$ cat src/rtl/assert_macros.svh
// Assertion macros for the RTL of the palette quantizer.
`ifndef ASSERT_MACROS_SVH
`define ASSERT_MACROS_SVH

// Same-cycle implication, checked outside reset.
`define NPC_ASSERT_NOW(lbl, ante, cons, msg) \
    lbl: assert property (@(posedge clk) disable iff (!rst_n) (ante) |-> (cons)) \
        else $error(msg);

// Next-cycle implication, checked outside reset.
`define NPC_ASSERT_NEXT(lbl, ante, cons, msg) \
    lbl: assert property (@(posedge clk) disable iff (!rst_n) (ante) |=> (cons)) \
        else $error(msg);

`endif

$ cat src/rtl/npc_pkg.sv
// Types, constants and helpers of the nearest palette color quantizer.
package npc_pkg;

    localparam int PALETTE_ENTRIES = 64;
    localparam int IDX_W           = 6;
    localparam int COUNT_W         = 7;
    localparam int CHAN_W          = 8;
    localparam int SQ_W            = 2 * CHAN_W;
    localparam int DIST_W          = SQ_W + 2;

    localparam logic REQ_LOAD  = 1'b0;
    localparam logic REQ_PIXEL = 1'b1;

    localparam logic [COUNT_W-1:0] COUNT_RESET = COUNT_W'(PALETTE_ENTRIES);
    localparam logic [DIST_W-1:0]  DIST_MAX    = {DIST_W{1'b1}};

    typedef struct packed {
        logic              req_type;
        logic [IDX_W-1:0]  entry_index;
        logic [CHAN_W-1:0] red;
        logic [CHAN_W-1:0] green;
        logic [CHAN_W-1:0] blue;
    } npc_in_t;

    typedef struct packed {
        logic [IDX_W-1:0]  match_index;
        logic [CHAN_W-1:0] out_red;
        logic [CHAN_W-1:0] out_green;
        logic [CHAN_W-1:0] out_blue;
    } npc_out_t;

    // One beat moving down the cell row: the item plus the best match so far.
    typedef struct packed {
        logic              valid;
        npc_in_t           item;
        logic [DIST_W-1:0] best_dist;
        npc_out_t          best;
    } npc_beat_t;

    function automatic logic [SQ_W-1:0] sq_diff(input logic [CHAN_W-1:0] a,
                                               input logic [CHAN_W-1:0] b);
        logic [CHAN_W-1:0] d;
        d = (a > b) ? (a - b) : (b - a);
        return SQ_W'(d) * SQ_W'(d);
    endfunction

endpackage

$ cat src/rtl/npc_cell.sv
// One palette cell: holds one entry, scores the passing pixel, hands the beat on.
module npc_cell (
    input  logic                  clk,
    input  logic                  rst_n,
    input  logic [npc_pkg::IDX_W-1:0] cell_idx,
    input  logic                  active,
    input  npc_pkg::npc_beat_t    beat_in,
    output npc_pkg::npc_beat_t    beat_out
);
    import npc_pkg::*;

    logic [CHAN_W-1:0] red_reg;
    logic [CHAN_W-1:0] green_reg;
    logic [CHAN_W-1:0] blue_reg;
    logic              load_hit;
    logic              take;
    logic [DIST_W-1:0] score;
    npc_beat_t         beat_next;
    logic              valid_reg;
    npc_in_t           item_reg;
    logic [DIST_W-1:0] best_dist_reg;
    npc_out_t          best_reg;

    assign load_hit = beat_in.valid && (beat_in.item.req_type == REQ_LOAD)
                      && (beat_in.item.entry_index == cell_idx);

    always_ff @(posedge clk)
    begin
        if (load_hit)
        begin
            red_reg   <= beat_in.item.red;
            green_reg <= beat_in.item.green;
            blue_reg  <= beat_in.item.blue;
        end
    end

    always_comb
    begin
        score = DIST_W'(sq_diff(beat_in.item.red, red_reg))
              + DIST_W'(sq_diff(beat_in.item.green, green_reg))
              + DIST_W'(sq_diff(beat_in.item.blue, blue_reg));
        // Strict compare keeps the lowest index on ties.
        take = beat_in.valid && (beat_in.item.req_type == REQ_PIXEL) && active
               && (score < beat_in.best_dist);
        beat_next = beat_in;
        if (take)
        begin
            beat_next.best_dist        = score;
            beat_next.best.match_index = cell_idx;
            beat_next.best.out_red     = red_reg;
            beat_next.best.out_green   = green_reg;
            beat_next.best.out_blue    = blue_reg;
        end
    end

    always_ff @(posedge clk or negedge rst_n)
    begin
        if (!rst_n)
        begin
            valid_reg <= 1'b0;
        end
        else
        begin
            valid_reg <= beat_next.valid;
        end
    end

    always_ff @(posedge clk)
    begin
        item_reg      <= beat_next.item;
        best_dist_reg <= beat_next.best_dist;
        best_reg      <= beat_next.best;
    end

    assign beat_out = {valid_reg, item_reg, best_dist_reg, best_reg};

endmodule

$ cat config.mk
export PLATFORM = sky130hd
export DESIGN_NAME = npc_cell
export DESIGN_NICKNAME = d
export VERILOG_FILES = /design/src/rtl/assert_macros.svh /design/src/rtl/npc_pkg.sv /design/src/rtl/npc_cell.sv
export SDC_FILE = /design/constraint.sdc
export NUM_CORES = 1
export LEC_CHECK = 0
export BUFFER_PORTS_ARGS = -buffer_cell sky130_fd_sc_hd__buf_2
export CORE_ASPECT_RATIO = 1.5
export CORE_MARGIN = 5
export CORE_UTILIZATION = 59
export DETAILED_ROUTE_END_ITERATION = 10
export PLACE_DENSITY = 0.8
export SLEW_MARGIN = 0
export SYNTH_ARGS = -nofsm -noshare
export SYNTH_HDL_FRONTEND = slang
export SYNTH_SLANG_ARGS = --single-unit
$ cat constraint.sdc
create_clock -name clk -period 10.93 [get_ports clk]
set_input_delay 0.5465 -clock clk [delete_from_list [all_inputs] [get_ports clk]]
set_output_delay 0.5465 -clock clk [all_outputs]
set_load 0.02 [all_outputs]
==> results.md, run 1 <==
Clock network:
- The clock passes through at most 2 buffers.
- At the later pin of the worst-skew pair, clock insertion delay measures 0.36 ns.
- The clock tree from TritonCTS is yes.
- The CTS clock-pin slew for the worst setup and hold paths is 0.08 ns.
- The CTS sink count is 104.
- The total number of H-tree levels is 3.
- The root cell of the clock tree is clkbuf_16.
- Once the clock tree was built, the setup fixing pass inserted 0 buffers.
- The number of CTS-inserted buffers is 9.

Timing:
- The setup-violating endpoint count in the final report is 0.
- The remaining max-slew budget at the tightest pin is 47.1%.
- The number of slew-limit violations in the final report is 0.
- The worst path uses 94.9% of the clock period.
- The minimum period implied by the final worst setup slack is 10.37 ns.
- The transition time at the pin with the least slew margin is 0.791 ns.
- Derived from the worst setup path, the maximum achievable clock frequency is 96.4 MHz.
- The final worst-path setup slack is 0.556 ns.
- The final count of hold timing violations came to 0.
- The final clock skew is 0.0113 ns.

Setup path:
- Data on the critical path arrives at its endpoint at 10.60 ns.
- STA classifies the critical path endpoint as a flop.
- The critical path is of the reg2reg type.
- The critical path's most frequent cell is fa_1.
- The number of cells on the worst reg-to-reg path is 39.
- The type of element launching the critical path is a flop.
- The critical-path cell with the highest stage delay is fa_1.
- The maximum fanout along the worst path is 46.
- The slack of the worst reg-to-reg path is 0.56 ns.
- The largest single stage delay on the critical path is 0.56 ns.
- For the worst setup path, the data required time is 11.16 ns.

Route:
- The average wire length per cell after detail routing is 15.2 µm.
- The sum of routed wire length over all layers is 23.6 mm.
- The total number of vias is 8116.
- The number of iterations in the first detailed-routing pass is 7.
- The detail route stage leaves a number of antenna-violating nets equal to 0.
- In the routed design, unresolved DRC markers number 0.
- After the first detailed-routing iteration, the DRC count stood at 341.
- The per-cell via count in the routed design is 5.23.

Final layout:
- In the layout the commonest cells are inv_1 (270), buf_2 (168), ha_1 (141), fa_1 (139), dfxtp_1 (79).
- Summing all multi-input logic gate instances after layout gives 7420 µm².
- The register with the most flip-flops in the layout has 61 of them.
- The number of nets at the end of the flow is 1663.
- The sequential cells in the finished layout cover a total of 2330 µm².
- The library cell used most frequently in the layout, excluding fill and tap cells, is inv_1.
- The area growth from synthesis to layout is 13.2%.
- The repair_antennas step left the layout with diodes totalling 0.
- Of the cells placed in the final design, the portion with a size suffix greater than 1 is 19.1%.
- After filler insertion, the fill cell instance count of the layout stands at 1469.

Logic synthesis:
- The number of nets handed over by synthesis was 1497.
- Counting flops with an async set or reset pin after synthesis yields a share of 0.962%.
- The average cell area after synthesis is 9.66 µm².
- The sequential area share after synthesis is 21.4%.
- The number of distinct library cell variants in the gate-level netlist after synthesis is 70.
- The area share of the largest cell type after synthesis is 25.5%.
- For this run, the leading register cell type out of synthesis is dfxtp_1.
- Counting flops and latches in the post-synthesis netlist gives 104.
- The top cell type by total area after synthesis is fa_1.
- The count of yosys warnings during synthesis is 0.
- The mapped netlist covers 10900 µm².
- Synthesis handed over a netlist of 1128 instances.
- Yosys attributes the largest share of cell area to fa_1 (26%), ha_1 (16%), dfxtp_1 (15%).
- In this run, synthesis inferred 24 flip-flops with an integrated enable.

Place:
- At the end of routability-driven placement, the weighted congestion stood at 0.922.
- The quantity of I/O buffers inserted on ports is 168.
- The detailed placement HPWL is 19.6 mm.
- Timing analysis after detailed placement gives a worst setup slack of 0.334 ns.

Floorplanning:
- Once the floorplan was initialized, standard cells occupied 59.2% of the core.
- The horizontal die dimension is 121 µm.
- The die covers 21300 µm².
- For this design the top-level I/O count stands at 169.
- The height of the chip is 176 µm.
- The floorplan has 61 rows.
- The core box area is 18400 µm².

Global routing:
- The first-pass GRT wire length is 39.6 mm.
- The initial antenna violation count is 0.
- The global routing usage on met1 is 25.0%.
- The global-route layer with the greatest usage is met2.
- Global routing consumed, over all layers together, 23.2% of the routing resources.
- Entering global routing, the biggest net connects 47 pins.
- Global routing finished with a remaining overflow of 0.
- In the global route stage, met3 resource usage came out at 3.04%.
- The number of global-route vias before repair is 8679.
- The fraction of met2 tracks used by global routing is 44.9%.

Hold path:
- The tightest min-delay check is of the in2reg type.
- Along the worst hold path, the cell count comes to 1.

Status:
- The run finished with clean final reports.

Job:
- Max-cap violations in this run came to 0.
## path summary, 6_finish.rpt
| kind | start | endpoint |
|---|---|---|
| worst min-delay path | beat_in[74] | beat_out[74]$_DFF_P_ |
| worst max register to register | red_reg[0]$_DFFE_PP_ | beat_out[2]$_DFF_P_ |
| worst min register to register | green_reg[7]$_DFFE_PP_ | beat_out[15]$_DFF_P_ |
| max in group asynchronous | rst_n | valid_reg$_DFF_PN0_ |
| worst max-delay path | red_reg[0]$_DFFE_PP_ | beat_out[2]$_DFF_P_ |
| min in group asynchronous | rst_n | valid_reg$_DFF_PN0_ |
## final cells by class
| class | count | share of cell area [%] |
|---|---|---|
| Clock inverter | 6 | 0.497 |
| Sequential cell | 104 | 18.9 |
| Inverter | 273 | 8.31 |
| Tap cell | 252 | 2.56 |
| Timing Repair Buffer | 182 | 7.69 |
| Clock buffer | 10 | 1.86 |
| Multi-Input combinational cell | 724 | 60.2 |
## synthesized netlist by cell type (all sizes together), types with 5 or more instances
cell    instances
o21ai          45
fa            139
buf            13
or2            10
a31oi           6
xor2           18
mux2           23
nand2b         20
clkbuf         14
a211oi          6
a21oi          50
nand3           5
mux2i          14
nand2          52
nor2           78
ha            141
o21bai         13
a21o           23
inv           273
edfxtp         24
nand4           8
nor2b           5
xnor2          23
dfxtp          79
## critical path, delay by kind of cell, from the launching register on
| family | cells | cell delay, ns |
|---|---|---|
| AO/OA/AOI/OAI | 15 | 3.01 |
| XOR/XNOR | 1 | 0.52 |
| adder cells (fa/ha/maj) | 11 | 4.67 |
| buffers and inverters | 7 | 0.67 |
| flip-flops | 1 | 0.43 |
| multiplexers | 1 | 0.36 |
| AND/OR/NAND/NOR | 4 | 0.55 |
## what timing repair did
| action | 4_1_cts | 5_1_grt |
|---|---|---|
| hold buffers | 1 | 0 |
| resized for setup | 0 | 1 |
| hold endpoints to repair | 1 | 0 |
| endpoints found under the setup margin | 0 | 24 |
## through the flow
stage / hold slack [ns] / TNS (ns) / cells / area [µm²] / utilization, %
final: 0.305 / 0 / 1551 / 12300 / 67.0
after global routing: 0.294 / -0.0329 / 1551 / 12300 / 67.0
after CTS: 0.298 / 0 / 1551 / 12300 / 67.0
after detailed placement: 0.323 / 0 / 1534 / 12000 / 65.4
after global placement: 0.320 / 0 / 1534 / 12000 / 65.4
after floorplan: 0.251 / 0 / 1128 / 10900 / -
## per-layer routing
layer	vias to the layer above	share of wire, %
li1	3863	-
met1	3996	35
met2	194	57
met3	63	3.7
met4	0	3.4
met5	-	0
## logic make-up (layout without fill, tap and decap cells)
kind of cell / Yosys count / after routing / share of synthesized area [%]
buffers and inverters: 300 / 471 / 10.6
xor gates and xnor gates: 41 / 41 / 3.88
and+or+nand+nor: 198 / 198 / 8.50
DFF: 104 / 104 / 21.4
muxes: 37 / 37 / 3.78
adders and majority gates: 280 / 280 / 41.7
AOI/OAI and AO/OA: 168 / 168 / 10.1
Power of run 1 is left out: the tool's default activity adds up to more than one toggle a clock period on the data nets, which glitch-free logic cannot reach.
==> inputs of run 2 (changes only) <==
- CORE_UTILIZATION: 59 -> 64
- PLACE_DENSITY: 0.8 -> 0.86
- clock period: 10.93 -> 12.96 ns (I/O delays scaled with it)
==> run 2 against run 1 <==
Net effect:
- non-clock buffer count shrank 7
- die area shrank 7.3%
- via count grew 0.33%
- final area shrank 0.84%
- worst setup slack gained 2.0 ns
- core utilization grew 5.9 points
- sequential cell count is the same
- sequential share of layout area grew 0.16 points
- clock skew grew 0.0031 ns
- register-to-register slack gained 2.1 ns
- wire length grew 2.6%
- critical path depth shrank 2
- critical path type is now in2reg
- critical endpoint is now best_dist_reg[15]$_DFF_P_
==> results.md, run 2 (synthesis results as in run 1) <==
Route:
- In the routed layout, each cell is associated on average with a via count of 5.42.
- The sum of routed wire length over all layers is 24.2 mm.
- The first TritonRoute pass finished after 5 iterations.
- The DRC violation count after routing is 0.
- The number of antenna-violating nets in the routed design is 0.
- The detailed router placed 8143 vias in this run.
- The violation count after the first detailed-route iteration is 414.
- Dividing the detail-routed wire length by the instance count gives 16.1 µm.

Place:
- The detailed placement HPWL is 20.0 mm.
- The cell area after placement is 11900 µm².
- The cell count after placement is 1486.
- In this run the tool buffered the top-level ports with 168 buffer cells.
- Routability-driven placement finished with a final weighted congestion of 0.914.

Clock network:
- TritonCTS built the clock tree.
- Clock-pin slew was measured on the worst setup and hold paths at 0.07 ns.
- The clock reaches the later pin of the worst-skew pair after 0.37 ns.
- The number of CTS-inserted buffers is 9.
- The buffers inserted during post-CTS setup optimization is 0.
- The maximum clock path buffer count is 2.
- The total number of H-tree levels is 3.
- For this design, the CTS-stage hold fixing added 0 buffers.
- The number of gates resized after CTS is 0.
- The CTS sink count is 104.
- The tree is rooted in a clkbuf_16.

Status:
- The flow ran to the end, and the final reports show no timing, DRC or antenna violations.

Final layout:
- The finished cells cover 12200 µm².
- The final cell count without fillers is 1502.
- The final-layout fill cell count is 1168.
- Across the whole layout, storage elements account for 2330 µm².
- Leaving out fill and tap cells, the most frequent cells in the layout are inv_1 (270), buf_2 (168), ha_1 (141), fa_1 (139), dfxtp_1 (79).
- Summing all multi-input logic gate instances after layout gives 7420 µm².
- Of the cells placed in the final design, the portion with a size suffix greater than 1 is 18.8%.
- The number of antenna diodes is 0.
- Compared with the post-synthesis result, the final layout area differs by 12.2%.
- The most frequent standard cell in the layout excluding fill and tap cells is inv_1.
- In the final design database the tool counted 1656 nets.
- The number of flip-flops in the largest register is 61.

Floorplanning:
- The core box area is 16800 µm².
- The horizontal die dimension is 117 µm.
- The row count is 58.
- The count of pins on the block boundary is 169.
- The floorplan step defined a die boundary enclosing 19800 µm².
- Once the floorplan was initialized, standard cells occupied 65.0% of the core.
- The die is 170 µm tall.

Setup path:
- Data on the critical path is required at its endpoint by 13.21 ns.
- The setup path with the least slack is of type in2reg.
- The maximum fanout along the worst path is 54.
- For this run, the slowest stage of the critical path takes 0.82 ns.
- The type of element launching the critical path is a primary input.
- At the worst endpoint, the arrival time is 10.69 ns.
- On the critical path, the stage with the largest delay is an instance of xnor2_1.
- STA classifies the critical path endpoint as a flop.
- By instance count, the cell type seen most on the critical path is fa_1.

Hold path:
- The class of the tightest hold or removal check is in2async.

Global routing:
- The total congestion overflow is 0.
- The initial antenna violation count is 0.
- The number of global-route vias before repair is 8884.
- The global-route usage over all layers is 25.7%.
- The first global-routing pass estimated 40.1 mm of wire.
- The maximum number of pins on one net before global-route repair is 55.

Timing:
- The final clock skew is 0.0143 ns.
- Setup repair after global routing left no endpoint under its margin.
- Summed over all failing endpoints, the final setup total negative slack is 0 ns.
- The number of slew-limit violations in the final report is 0.
- The final count of hold timing violations is 0.
- The remaining max-slew budget at the tightest pin is 30.4%.
- Timing would allow up to 95.8 MHz.
- The setup-violating endpoint count in the final report is 0.
- The share of the cycle needed by the critical path after routing is 80.5%.
- The transition time at the pin with the least slew margin is 1.04 ns.
- The minimum period implied by the final worst setup slack is 10.43 ns.

Job:
- Max-cap violations in this run came to 0.
==> run 2: final cells by class <==
type                            count  area share [%]
Timing Repair Buffer              175            7.31
Sequential cell                   104            19.0
Clock inverter                      7           0.614
Clock buffer                        9            1.84
Tap cell                          210            2.15
Multi-Input combinational cell    724            60.7
Inverter                          273            8.38
==> run 2: per-stage QoR <==
step | hold slack [ns] | utilization [%] | setup slack, ns
2_1_floorplan | 0.352 | - | 3.58
3_3_place_gp | 0.426 | 71.1 | 2.45
3_5_place_dp | 0.425 | 71.1 | 2.18
4_1_cts | 0.0392 | 72.9 | 2.56
5_1_grt | 0.0444 | 72.9 | 1.94
6_report | 0.0445 | 72.9 | 2.53
==> run 2: worst paths after layout <==
kind | from | to | slack [ns] | cells past startpoint
min in group clk | beat_in[77] | beat_out[77]$_DFF_P_ | 0.40 | 1
min reg2reg | blue_reg[7]$_DFFE_PP_ | beat_out[7]$_DFF_P_ | 0.53 | 2
max | beat_in[64] | best_dist_reg[15]$_DFF_P_ | 2.53 | 37
max reg2reg | red_reg[0]$_DFFE_PP_ | best_dist_reg[15]$_DFF_P_ | 2.62 | 35
min | rst_n | valid_reg$_DFF_PN0_ | 0.04 | 1
max in group asynchronous | rst_n | valid_reg$_DFF_PN0_ | 12.83 | 1
==> run 2: critical path, delay by kind of cell <==
family,cells,cell delay (ns)
adder cells (fa/ha/maj),11,4.79
AO/OA/AOI/OAI,10,2.22
buffers and inverters,8,0.98
XOR/XNOR,1,0.82
AND/OR/NAND/NOR,5,0.65
multiplexers,2,0.56
==> run 2: routing by layer <==
metal | global-route usage, % | share of wire (%) | wire (µm) | vias up
met1 | 27.9 | 35 | 8590 | 4004
met4 | 10.2 | 3.5 | 838 | 0
met5 | 0 | 0 | 0 | -
met2 | 48.7 | 57 | 13800 | 219
met3 | 3.89 | 4.2 | 1020 | 67
li1 | - | - | - | 3853
Power of run 2 is left out for the same reason.
==> inputs of run 3 (changes only) <==
- ABC_AREA: unset -> 1
- CORE_UTILIZATION: 64 -> 54
- PLACE_DENSITY: 0.86 -> 0.77
- clock period: 12.96 -> 9 ns (I/O delays scaled with it)
==> run 3 against run 2 <==
Net effect:
- non-clock buffer count rose by 4
- final cell count rose by 26%
- wire length rose by 10%
- sequential share of layout area fell by 1.2 points
- global-route usage fell by 2.9 points
- synthesized cell count rose by 28%
- sequential cell count did not move
- worst hold slack improved by 0.16 ns
- worst setup slack got worse by 2.0 ns
- clock-buffer cell count rose by 1
==> results.md, run 3 <==
Clock network:
- TritonCTS built the clock tree.
- The clock net in this run drives a total of 104 sinks.
- The maximum clock path buffer count is 2.
- The CTS clock-pin slew for the worst setup and hold paths is 0.07 ns.
- The root buffer cell chosen for the clock tree is clkbuf_16.
- The total number of H-tree levels is 3.
- TritonCTS created 9 clock buffers.
- The clock network latency to the later pin of the worst-skew pair is 0.37 ns.

Logic synthesis:
- The count of flip-flops with a built-in enable after synthesis is 24.
- The post-synthesis async set-or-reset flop share is 0.962%.
- The register bit total from synthesis is 104.
- The cell with the most instances after synthesis is inv_1.
- The net count after synthesis is 1811.
- The share of synthesized area in the top cell type comes to 24.0%.
- Counting every instance in the synthesized netlist gives 1442.
- Yosys printed 0 warnings.
- Summing every instance area after synthesis gives 11600 µm².
- The sequential area share after synthesis is 20.1%.
- Among all flip-flop cells after synthesis, the most frequent one is dfxtp_1.
- The average instance in the mapped netlist occupies 8.03 µm².
- After synthesis, the most frequently instantiated cells are inv_1 (348), nand2_1 (331), ha_1 (141).
- The netlist uses 42 different library cells.
- In the post-synthesis netlist, the biggest area contributors are fa_1 (24%), ha_1 (15%), dfxtp_1 (14%).
- The top cell type by total area after synthesis is fa_1.

Final layout:
- The register with the most flip-flops in the layout has 61 of them.
- The post-route netlist has 16.5% of its cells at a drive strength greater than 1.
- Leaving out fill and tap cells, the most frequent cells in the layout are inv_1 (347), nand2_1 (331), buf_2 (168), ha_1 (141), fa_1 (139).
- The most frequent standard cell in the layout excluding fill and tap cells is inv_1.
- The area growth from synthesis to layout is 12.8%.
- The number of nets at the end of the flow is 1984.
- The repair_antennas step left the layout with diodes totalling 0.
- The final standard cell utilization of the core is 62.0%.

Route:
- The DRC violation count after routing is 0.
- The per-cell via count in the routed design is 4.95.
- The violation count after the first detailed-route iteration is 366.
- For this run, the detailed router's first-pass iteration total came to 7.
- For this block, the via count after detailed routing is 9341.
- The number of antenna-violating nets in the routed design is 0.
- The routed design has 26.7 mm of wire.
- Dividing the detail-routed wire length by the instance count gives 14.1 µm.

Global routing:
- The first global-routing pass estimated 45.1 mm of wire.
- The global-route usage over all layers is 22.8%.
- The maximum number of pins on one net before global-route repair is 41.
- The number of global-route vias before repair was 9993.
- Global routing finished with a remaining overflow of 0.
- The initial antenna violation count was 0.

Setup path:
- The endpoint kind of the worst setup timing path is a flop.
- The reg-to-reg critical path startpoint is red_reg[0]$_DFFE_PP_.
- The worst register-to-register path ends at best_dist_reg[9]$_DFF_P_.
- Counting cells, the worst reg-to-reg path comes to 44.
- The critical path buffer and inverter count is 11.
- The cell family contributing the most delay on the critical path is adder cells.
- The arrival time at the worst endpoint is 8.73 ns.
- The type of element launching the critical path is a flop.
- The data required time of the worst path is 9.26 ns.
- The critical-path cell with the highest stage delay is fa_1.
- The biggest cell delay along the critical path is 0.55 ns.
- In this run the worst path has a maximum fanout of 11.
- The cell that appears most often on the critical path is nand2_1.
- The worst setup path is of the reg2reg kind.
- In this run the register-to-register setup slack is 0.53 ns.

Place:
- The minimum setup slack after placement is 0.0951 ns.
- After legalization and detailed placement, the total HPWL measured 23.0 mm.
- The last weighted congestion value of the routability-driven placer is 0.937.
- The quantity of I/O buffers inserted on ports is 168.

Timing:
- The final count of hold timing violations is 0.
- The setup-violating endpoint count in the final report is 0.
- The aggregate negative setup slack is 0 ns.
- The worst path in the final design needs a cycle of 8.47 ns, including I/O delays and setup.
- Hold timing on the final database bottoms out at a slack of 0.203 ns.
- The share of the cycle needed by the critical path after routing is 94.1%.
- For the pin with the worst max-slew slack, the measured transition is 0.409 ns.
- The remaining max-slew budget at the tightest pin is 72.5%.
- The final clock skew is 0.00821 ns.
- In the post-route analysis, the smallest setup slack over all paths is 0.529 ns.
- The number of slew-limit violations in the final report came to 0.
- Based on the critical path, the design can be clocked at up to 118 MHz.

Floorplanning:
- The region available for standard cell placement spans 21100 µm².
- 169 I/O pins were placed.
- The die is 189 µm tall.
- The floorplan step set the die width to 130 µm.
- The initialized floorplan defines 65 standard-cell rows.
- The total die area is 24500 µm².
- The initial core utilization is 55.0%.

Hold path:
- For hold timing, the worst endpoint is beat_out[72]$_DFF_P_.
- The number of stages on the worst hold path is 1.
- The worst hold path begins at beat_in[72].
- The class of the tightest hold or removal check is in2reg.

Status:
- The flow ran to the end, and the final reports show no timing, DRC or antenna violations.

Job:
- The max-cap violation count is 0.
## run 3: layer usage
metal	vias up	wire length, µm	track usage [%]
li1	4663	-	-
met1	4351	9790	24.1
met2	261	14400	43.1
met3	66	1330	3.92
met4	0	1180	10.2
met5	-	0	0
## run 3: how the worst max path moves through the flow
stage | from | endpoint | slack (ns) | depth (start not counted)
2_1_floorplan | beat_in[64] | best_dist_reg[4]$_DFF_P_ | 0.94 | 47
6_report | red_reg[0]$_DFFE_PP_ | best_dist_reg[9]$_DFF_P_ | 0.53 | 44
3_5_place_dp | beat_in[64] | best_dist_reg[17]$_DFF_P_ | 0.1 | 44
4_1_cts | red_reg[0]$_DFFE_PP_ | best_dist_reg[17]$_DFF_P_ | 0.36 | 40
5_1_grt | red_reg[2]$_DFFE_PP_ | best_dist_reg[9]$_DFF_P_ | -0.05 | 45
3_3_place_gp | beat_in[64] | best_dist_reg[17]$_DFF_P_ | 0.31 | 44
## run 3: cell type report
| class | instances | area (µm²) |
|---|---|---|
| well taps | 268 | 335 |
| repair inverters | 1 | 7.51 |
| inverters | 359 | 1360 |
| repair buffers | 179 | 951 |
| clock buffers | 10 | 229 |
| flip-flops and latches | 104 | 2330 |
| clock inverters | 6 | 41.3 |
| multi-input cells | 961 | 7810 |
| fillers | 1880 | 8000 |
## run 3: what timing repair did
action | in CTS | in global routing
hold endpoints to repair | 1 | 0
hold buffers | 1 | 0
setup buffers | 0 | 4
gates resized for setup | 0 | 12
endpoints found under the setup margin | 0 | 48
## run 3: cells by family after synthesis
family | Yosys count | synth area share (%)
flops | 104 | 20.1
simple gates | 541 | 20.1
fa+ha+maj | 280 | 39.3
buf+inv | 377 | 12.6
xor+xnor | 27 | 2.04
compound gates | 113 | 5.86
## run 3: stage by stage
step,std cells,instance area [µm²]
4_1_cts,1883,13000
5_1_grt,1888,13100
3_3_place_gp,1866,12700
6_report,1888,13100
3_5_place_dp,1866,12700
2_1_floorplan,1442,11600
Power of run 3 is left out for the same reason.
